$ cat src/design/mva_pkg.sv
// Shared types and constants of the mesh vertex normal averager.
// Used by the datapath, the controller and the top level; depends on nothing.
package mva_pkg;

	localparam int VERTEX_DEPTH_DEF = 1024;

	// Field and internal widths
	localparam int IDX_W  = 10;
	localparam int POS_W  = 18;
	localparam int DIFF_W = POS_W + 1;
	localparam int CR_W   = 2 * DIFF_W + 1;
	localparam int MAG_W  = CR_W - 1;
	localparam int SUM_W  = 24;
	localparam int CNT_W  = 8;
	localparam int N_W    = 16;
	localparam int NRM_W  = 30;
	localparam int SQ_W   = 62;
	localparam int LEN_W  = 31;
	localparam int Q_W    = 15;
	localparam int NUM_W  = 46;
	localparam int REC_W  = 3 * SUM_W + CNT_W;

	// Iteration counts of the shared normalize unit
	localparam int SQRT_STEPS = SQ_W / 2;
	localparam int DIV_STEPS  = Q_W;

	typedef enum logic [1:0] {
		MODE_LOAD = 2'd0,
		MODE_TRI  = 2'd1,
		MODE_READ = 2'd2,
		MODE_NOP  = 2'd3
	} mode_t;

	typedef enum logic [4:0] {
		OP_NONE,
		OP_LATCH,
		OP_LOAD_WR,
		OP_POS_RD,
		OP_DIFF,
		OP_MUL,
		OP_NINIT,
		OP_SHIFT,
		OP_SQ,
		OP_SQRT_INIT,
		OP_SQRT_STEP,
		OP_DIV_INIT,
		OP_DIV_STEP,
		OP_DIV_STORE,
		OP_SUM_RD,
		OP_SUM_WR,
		OP_OUT
	} dp_op_t;

	typedef enum logic [4:0] {
		ST_IDLE,
		ST_DISP,
		ST_LOAD,
		ST_POSRD,
		ST_POSW,
		ST_DIFF,
		ST_MUL,
		ST_NINIT,
		ST_NCHK,
		ST_NSHIFT,
		ST_SQ,
		ST_SQI,
		ST_SQRT,
		ST_DINIT,
		ST_DSTEP,
		ST_DSTORE,
		ST_SUMRD,
		ST_SUMWR,
		ST_DONE
	} ctrl_state_t;

	typedef struct packed {
		dp_op_t     op;
		logic [2:0] sel;
	} dp_cmd_t;

	typedef struct packed {
		mode_t mode;
		logic  vi_ok;
		logic  tri_ok;
		logic  nz;
		logic  big;
	} dp_stat_t;

endpackage

$ cat src/design/mva_ctrl.sv
// Controller: sequences loads, triangle updates and normal reads over the datapath.
// Depends on mva_pkg.
module mva_ctrl (
	input  logic               clk,
	input  logic               arst_n,
	input  logic               in_valid,
	output logic               in_stall,
	output logic               out_valid,
	input  logic               out_stall,
	output mva_pkg::dp_cmd_t   cmd,
	input  mva_pkg::dp_stat_t  stat
);

	mva_pkg::ctrl_state_t state_q, state_d;
	logic [1:0]           idx_q, idx_d;
	logic [4:0]           cnt_q, cnt_d;
	logic                 out_valid_q;
	logic                 out_load;

	// state register
	always_ff @(posedge clk or negedge arst_n) begin
		if (!arst_n) begin
			state_q     <= mva_pkg::ST_IDLE;
			idx_q       <= '0;
			cnt_q       <= '0;
			out_valid_q <= 1'b0;
		end else begin
			state_q     <= state_d;
			idx_q       <= idx_d;
			cnt_q       <= cnt_d;
			out_valid_q <= out_load ? 1'b1 : (out_stall ? out_valid_q : 1'b0);
		end
	end

	// next state and commands
	always_comb begin
		state_d  = state_q;
		idx_d    = idx_q;
		cnt_d    = cnt_q;
		cmd.op   = mva_pkg::OP_NONE;
		cmd.sel  = {1'b0, idx_q};
		out_load = 1'b0;
		unique case (state_q)
			mva_pkg::ST_IDLE: begin
				if (in_valid) begin
					cmd.op  = mva_pkg::OP_LATCH;
					state_d = mva_pkg::ST_DISP;
				end
			end
			mva_pkg::ST_DISP: begin
				idx_d = '0;
				cnt_d = '0;
				unique case (stat.mode)
					mva_pkg::MODE_LOAD: state_d = stat.vi_ok ? mva_pkg::ST_LOAD : mva_pkg::ST_IDLE;
					mva_pkg::MODE_TRI:  state_d = stat.tri_ok ? mva_pkg::ST_POSRD : mva_pkg::ST_IDLE;
					mva_pkg::MODE_READ: state_d = stat.vi_ok ? mva_pkg::ST_SUMRD : mva_pkg::ST_DONE;
					default:            state_d = mva_pkg::ST_IDLE;
				endcase
			end
			mva_pkg::ST_LOAD: begin
				cmd.op  = mva_pkg::OP_LOAD_WR;
				state_d = mva_pkg::ST_IDLE;
			end
			mva_pkg::ST_POSRD: begin
				cmd.op = mva_pkg::OP_POS_RD;
				if (idx_q == 2'd2) begin
					state_d = mva_pkg::ST_POSW;
				end else begin
					idx_d = idx_q + 2'd1;
				end
			end
			mva_pkg::ST_POSW: begin
				state_d = mva_pkg::ST_DIFF;
			end
			mva_pkg::ST_DIFF: begin
				cmd.op  = mva_pkg::OP_DIFF;
				cnt_d   = '0;
				state_d = mva_pkg::ST_MUL;
			end
			mva_pkg::ST_MUL: begin
				cmd.op  = mva_pkg::OP_MUL;
				cmd.sel = cnt_q[2:0];
				if (cnt_q == 5'd5) begin
					state_d = mva_pkg::ST_NINIT;
				end else begin
					cnt_d = cnt_q + 5'd1;
				end
			end
			mva_pkg::ST_NINIT: begin
				cmd.op  = mva_pkg::OP_NINIT;
				state_d = mva_pkg::ST_NCHK;
			end
			mva_pkg::ST_NCHK: begin
				idx_d = '0;
				if (!stat.nz) begin
					state_d = (stat.mode == mva_pkg::MODE_TRI) ? mva_pkg::ST_SUMRD : mva_pkg::ST_DONE;
				end else if (stat.big) begin
					state_d = mva_pkg::ST_NSHIFT;
				end else begin
					state_d = mva_pkg::ST_SQ;
				end
			end
			mva_pkg::ST_NSHIFT: begin
				cmd.op  = mva_pkg::OP_SHIFT;
				state_d = mva_pkg::ST_NCHK;
			end
			mva_pkg::ST_SQ: begin
				cmd.op = mva_pkg::OP_SQ;
				if (idx_q == 2'd2) begin
					state_d = mva_pkg::ST_SQI;
				end else begin
					idx_d = idx_q + 2'd1;
				end
			end
			mva_pkg::ST_SQI: begin
				cmd.op  = mva_pkg::OP_SQRT_INIT;
				cnt_d   = '0;
				state_d = mva_pkg::ST_SQRT;
			end
			mva_pkg::ST_SQRT: begin
				cmd.op = mva_pkg::OP_SQRT_STEP;
				if (cnt_q == 5'(mva_pkg::SQRT_STEPS - 1)) begin
					idx_d   = '0;
					state_d = mva_pkg::ST_DINIT;
				end else begin
					cnt_d = cnt_q + 5'd1;
				end
			end
			mva_pkg::ST_DINIT: begin
				cmd.op  = mva_pkg::OP_DIV_INIT;
				cnt_d   = '0;
				state_d = mva_pkg::ST_DSTEP;
			end
			mva_pkg::ST_DSTEP: begin
				cmd.op = mva_pkg::OP_DIV_STEP;
				if (cnt_q == 5'(mva_pkg::DIV_STEPS - 1)) begin
					state_d = mva_pkg::ST_DSTORE;
				end else begin
					cnt_d = cnt_q + 5'd1;
				end
			end
			mva_pkg::ST_DSTORE: begin
				cmd.op = mva_pkg::OP_DIV_STORE;
				if (idx_q == 2'd2) begin
					idx_d   = '0;
					state_d = (stat.mode == mva_pkg::MODE_TRI) ? mva_pkg::ST_SUMRD : mva_pkg::ST_DONE;
				end else begin
					idx_d   = idx_q + 2'd1;
					state_d = mva_pkg::ST_DINIT;
				end
			end
			mva_pkg::ST_SUMRD: begin
				cmd.op  = mva_pkg::OP_SUM_RD;
				state_d = (stat.mode == mva_pkg::MODE_READ) ? mva_pkg::ST_NINIT : mva_pkg::ST_SUMWR;
			end
			mva_pkg::ST_SUMWR: begin
				cmd.op = mva_pkg::OP_SUM_WR;
				if (idx_q == 2'd2) begin
					state_d = mva_pkg::ST_IDLE;
				end else begin
					idx_d   = idx_q + 2'd1;
					state_d = mva_pkg::ST_SUMRD;
				end
			end
			mva_pkg::ST_DONE: begin
				// hand the result over once the output register is free
				if (!out_valid_q || !out_stall) begin
					cmd.op   = mva_pkg::OP_OUT;
					out_load = 1'b1;
					state_d  = mva_pkg::ST_IDLE;
				end
			end
			default: begin
				state_d = mva_pkg::ST_IDLE;
			end
		endcase
	end

	assign in_stall  = state_q != mva_pkg::ST_IDLE;
	assign out_valid = out_valid_q;

endmodule

$ cat config.mk
export PLATFORM = sky130hd
export DESIGN_NAME = mva_ctrl
export DESIGN_NICKNAME = d
export VERILOG_FILES = /design/src/design/mva_pkg.sv /design/src/design/mva_ctrl.sv
export SDC_FILE = /design/constraint.sdc
export NUM_CORES = 1
export LEC_CHECK = 0
export ABC_AREA = 1
export ABC_CLOCK_PERIOD_IN_PS = 2300
export BUFFER_PORTS_ARGS = -buffer_cell sky130_fd_sc_hd__buf_2
export CORE_MARGIN = 5
export CORE_UTILIZATION = 57
export CTS_CLUSTER_DIAMETER = 30
export DETAILED_ROUTE_END_ITERATION = 8
export GPL_TIMING_DRIVEN = 0
export PLACE_DENSITY = 0.79
export SLEW_MARGIN = 20
export SYNTH_ARGS = -nofsm -noshare
export SYNTH_HDL_FRONTEND = slang
export SYNTH_SLANG_ARGS = --single-unit
$ cat constraint.sdc
create_clock -name clk -period 2.3 [get_ports clk]
set_input_delay 0.69 -clock clk [delete_from_list [all_inputs] [get_ports clk]]
set_output_delay 0.69 -clock clk [all_outputs]
set_load 0.005 [all_outputs]
== Word level (Yosys, flattened, before mapping) ==
Cells that the tools add are included.
Cells by class
  add/sub/neg operators: 2
  eq/ne operators: 36
  muxes and demuxes: 34
  reductions and logical operators: 15
Operators with widths (number)
  one-hot mux 5 bit (17 select lines): 1
  one-hot mux 5 bit (16 select lines): 1
  two-way mux 5 bit: 15
  equality test 5 x 4 -> 1 bit (second input constant): 9
  equality test 5 x 3 -> 1 bit (second input constant): 5
  inequality test 2 bit (second input constant): 11
  equality test 5 bit (second input constant): 4
  one-hot mux 5 bit (4 select lines): 1
  two-way mux 2 bit: 8
  one-hot mux 5 bit (3 select lines): 1
  equality test 5 x 2 -> 1 bit (second input constant): 2
  one-hot mux 2 bit (4 select lines): 1
  nonzero test 4 bit: 2
  AND reduction 7 bit: 1
  adder 5 x 1 -> 5 bit (second input constant): 1
  equality test 5 x 1 -> 1 bit (second input constant): 1
  zero test 5 bit: 1
  two-way mux 1 bit: 5
  nonzero test 5 bit: 1
  equality test 2 bit (second input constant): 2
  AND reduction 4 bit: 1
  OR reduction 2 bit: 2
  OR reduction 4 bit: 1
  two-way mux 3 bit: 1
  8 further kinds: 9
Storage, ports and cells
  flip-flop bits (word level): 13
  input port bits: 10
  output and inout bits: 10

== Logic depth before layout (Yosys ltp) ==
  word-level depth: 5
  gate-level depth with buffers: 11
  mapped depth without buffers: 11

== Worst setup path after synthesis ==
OpenSTA, ideal clock, no wires.
  path type: register to output
  start point: reg state_q[2]
  end point: out cmd[5] in the netlist's numbering
  arrival: 1.189 ns
  setup slack: 0.421 ns
  stages on the path, launching flop included: 9
  buffers on the path: 1
  cells stage by stage: dfrtp_1 buf_2 nor2_2 nand2_1 nor2_1 nor2_1 nand2_1 nor2_1 nand3_1
RTL lines
  start, declared: RTL line mva_ctrl.sv:14  | mva_pkg::ctrl_state_t state_q, state_d;
  start signal, assigned: RTL line mva_ctrl.sv:23  | state_q <= mva_pkg::ST_IDLE;
  start signal, assigned: RTL line mva_ctrl.sv:28  | state_q <= state_d;
  end, declared: RTL line mva_ctrl.sv:10  | output mva_pkg::dp_cmd_t cmd,

==> flow_summary_export.csv <==
group,metric,value,unit
synthesis,ys_seq_area_frac,0.226,
setup_path,r2r-start,"state_q[0]",
setup_path,cpMostUsedCell,"nand2_2",
floorplanning,io_pins,20,
global_routing,grt_pass1_wl,6.38,mm
floorplanning,coreArea,2450,um2
placement,pre_cts_ws,53.2,ps
cts,tritoncts,"done",
synthesis,synth_area_per_cell,5.90,um2
timing,relSlewSlack,0.777,
floorplanning,die_h,60.3,um
cts,hold_buffers,0,
placement,hpwl,2.93,mm
timing,fin_crit_sh,0.999,
setup_path,cp-start-kind,"register",
synthesis,syn_nets,260,
synthesis,yosys.area.top_type,"dfrtp_1",
layout,fin_area,1930,um2
layout,utilization,0.786,
cts,cts_max_level,1,
setup_path,crit_path_end_kind,"output pin",
cts,clk_pin_slew,80,ps
setup_path,crit_chain,"nand2_2 > nor2_4 > nand2_4 > nand2_2 > nor2_2 > nand2_1 > buf_2",
pwr,p_per_area,996,nW/um2
setup_path,max_stage_delay,500,ps
pwr,power.leakage,1.12,nW
layout,n_antenna_cell,0,
drt,wl,4.22,mm
drt,vias_per_cell,5.45,
timing,worstMarginPinSlew,334,ps
timing,final.min_clock_period,2300,ps
setup_path,reg2reg_slack,600,ps
setup_path,r2r-end,"cnt_q[2]",
global_routing,grt_pass1_vias,1442,
floorplanning,num_rows,18,
floorplanning,initial_core_util,0.587,
synthesis,ys_seq_elements,13,
cts,numCtsBuffers,3,
setup_path,r2r.worst_path.cells,11,
synthesis,ys_warn_count,0,
run_status,status,"finished clean",
timing,slew_viol_final,0,
drt,post-route-drc-count,0,
pwr,irDropWorstVdd,0.761,mV
setup_path,crit_type,"register to output pin",
synthesis,syn_inst,244,
floorplanning,die_w,60.3,um
timing,hold_ws,284,ps
timing,setup_viol,0,
drt,vias,1711,
setup_path,crit_fanout,7,
floorplanning,dieArea,3630,um2
timing,grt_setup_unrepaired,"true",
synthesis,ys_top_cells_by_area,"dfrtp_1 (23%), nand2_1 (22%), nor2_1 (10%)",
layout,synthToLayoutAreaGrowth,34.1,%
placement,place.gp.congestion,0.912,
setup_path,required,1610,ps
timing,fin_skew,0.456,ps
run,cap_violations,0,
cts,ctsLongestPathBuffers,2,
drt,dr.pass1.iters,4,
cts,clock_tree.root_cell,"clkbuf_4",
placement,io_buffers,19,
drt,wl_per_cell,13.4,um
timing,fmax,0.435,GHz
global_routing,grt_max_degree,14,
global_routing,overflow,0,
timing,setup_ws,2.43,ps
cts,cts_num_sinks,13,
synthesis,synthDistinctLibCells,28,
layout,nets,301,
placement,place_area,1570,um2
global_routing,grt_antenna_before_repair,0,
global_routing,grt_usage,0.235,
min_path,min_path_type,"primary input to async pin",
synthesis,synth_top_area_share,0.226,
setup_path,cp.arrival,1610,ps
drt,drt-initial-drc-count,103,
layout,drive_above_1_share,0.349,
synthesis,synth_area,1440,um2
drt,ant_nets,0,
cts,clkLatencyLatePin,280,ps
setup_path,critPathSlowestCell,"dfrtp_2",
timing,finalHoldViolCount,0,
## where the power goes
group | switching, mW | internal [mW]
Sequential | 0.143 | 0.306
Combinational | 0.804 | 0.522
Clock | 0.0807 | 0.0673
## timing repair
item | 4_1_cts | 5_1_grt
gates cloned | 0 | 0
hold endpoints to repair | 0 | 0
pin swaps | 3 | 14
buffers inserted | 5 | 12
endpoints found under the setup margin | 4 | 7
gates resized for setup | 21 | 34
## cell families after synthesis
family | synth area share
flops | 0.226
xor+xnor | 0.0182
compound gates | 0.0565
buf+inv | 0.0921
simple gates | 0.555
fa+ha+maj | 0.0521
## worst max-delay path, delay by kind of cell (launching register included)
kind                   cells  cell delay, ps
AND/OR/NAND/NOR            6             720
buffers and inverters      1             110
flip-flops                 1             500
## cells in the final DEF, fill, tap and decap left out
cell type / count
nand2_1: 75
nor2_1: 28
nand3_1: 27
inv_1: 24
buf_2: 18
buf_4: 15
nor2_4: 10
nor2_2: 10
dfrtp_1: 9
nand2_2: 8
nand2_4: 8
ha_1: 6
inv_2: 5
nand4_1: 5
inv_4: 4
dfrtp_2: 4
buf_6: 3
a21oi_2: 3
clkbuf_4: 3
o21ai_0: 2
nand3_2: 2
clkbuf_1: 2
xor2_1: 2
nor3_2: 1
o2111ai_2: 1
o2bb2ai_4: 1
nand4_4: 1
a21oi_4: 1
xnor2_1: 1
o22ai_1: 1
a22oi_1: 1
a21oi_1: 1
nand3b_1: 1
buf_12: 1
## cell type report
type | instances | area (um2)
Inverter | 33 | 134
Sequential cell | 13 | 330
Buffer | 2 | 15.0
Tap cell | 30 | 37.5
Timing Repair Buffer | 36 | 245
Fill cell | 198 | 524
Clock buffer | 4 | 26.3
Multi-Input combinational cell | 196 | 1140
## registers in the layout, summed over array words and instances, names as in the netlist
name       cells
idx_q          2
cnt_q          5
state_q        5
out_valid      1
## metal layers
| layer | wire length, um | GRT usage | vias up | share of wire |
|---|---|---|---|---|
| li1 | - | - | 846 | - |
| met1 | 1760 | 0.297 | 775 | 0.42 |
| met2 | 2060 | 0.404 | 71 | 0.49 |
| met3 | 273 | 0.0432 | 19 | 0.065 |
| met4 | 129 | 0.0665 | 0 | 0.031 |
| met5 | 0 | 0 | - | 0 |
## worst max-delay path by stage
stage / from / end / depth (start not counted)
2_1_floorplan: state_q[2] / cmd[5] / 8
5_1_grt: state_q[1] / cmd[3] / 7
3_3_place_gp: state_q[2] / cmd[5] / 9
4_1_cts: state_q[4] / cmd[5] / 7
3_5_place_dp: state_q[2] / cmd[5] / 9
6_report: state_q[1] / cmd[6] / 7
## Yosys cell counts
cell type and instances:
inv_1 27, a21oi_1 3, nand3_1 28, xnor2_1 1, o2bb2ai_1 1, o2111ai_1 1
o21ai_0 2, dfrtp_1 13, nand3b_1 1, nor2_1 39, ha_1 6, nor3_1 1
clkbuf_1 1, xor2_1 2, nand2_2 6, inv_2 6, a21oi_4 1, nor2_2 7
a22oi_1 1, nor2_4 2, nand2_1 83, buf_2 1, nand4_4 1, nand2_4 2
nand3_2 1, o22ai_1 1, nand4_1 5, a21oi_2 1
## through the flow
stage / total power, mW / instances / setup TNS [ps]
2_1_floorplan: 1.13 / 244 / 0
3_3_place_gp: 1.41 / 293 / 0
3_5_place_dp: 1.42 / 293 / 0
4_1_cts: 1.72 / 302 / 0
5_1_grt: 2.11 / 314 / -375
6_report: 1.92 / 314 / 0
No activity file was read; power rests on OpenSTA's default activity.
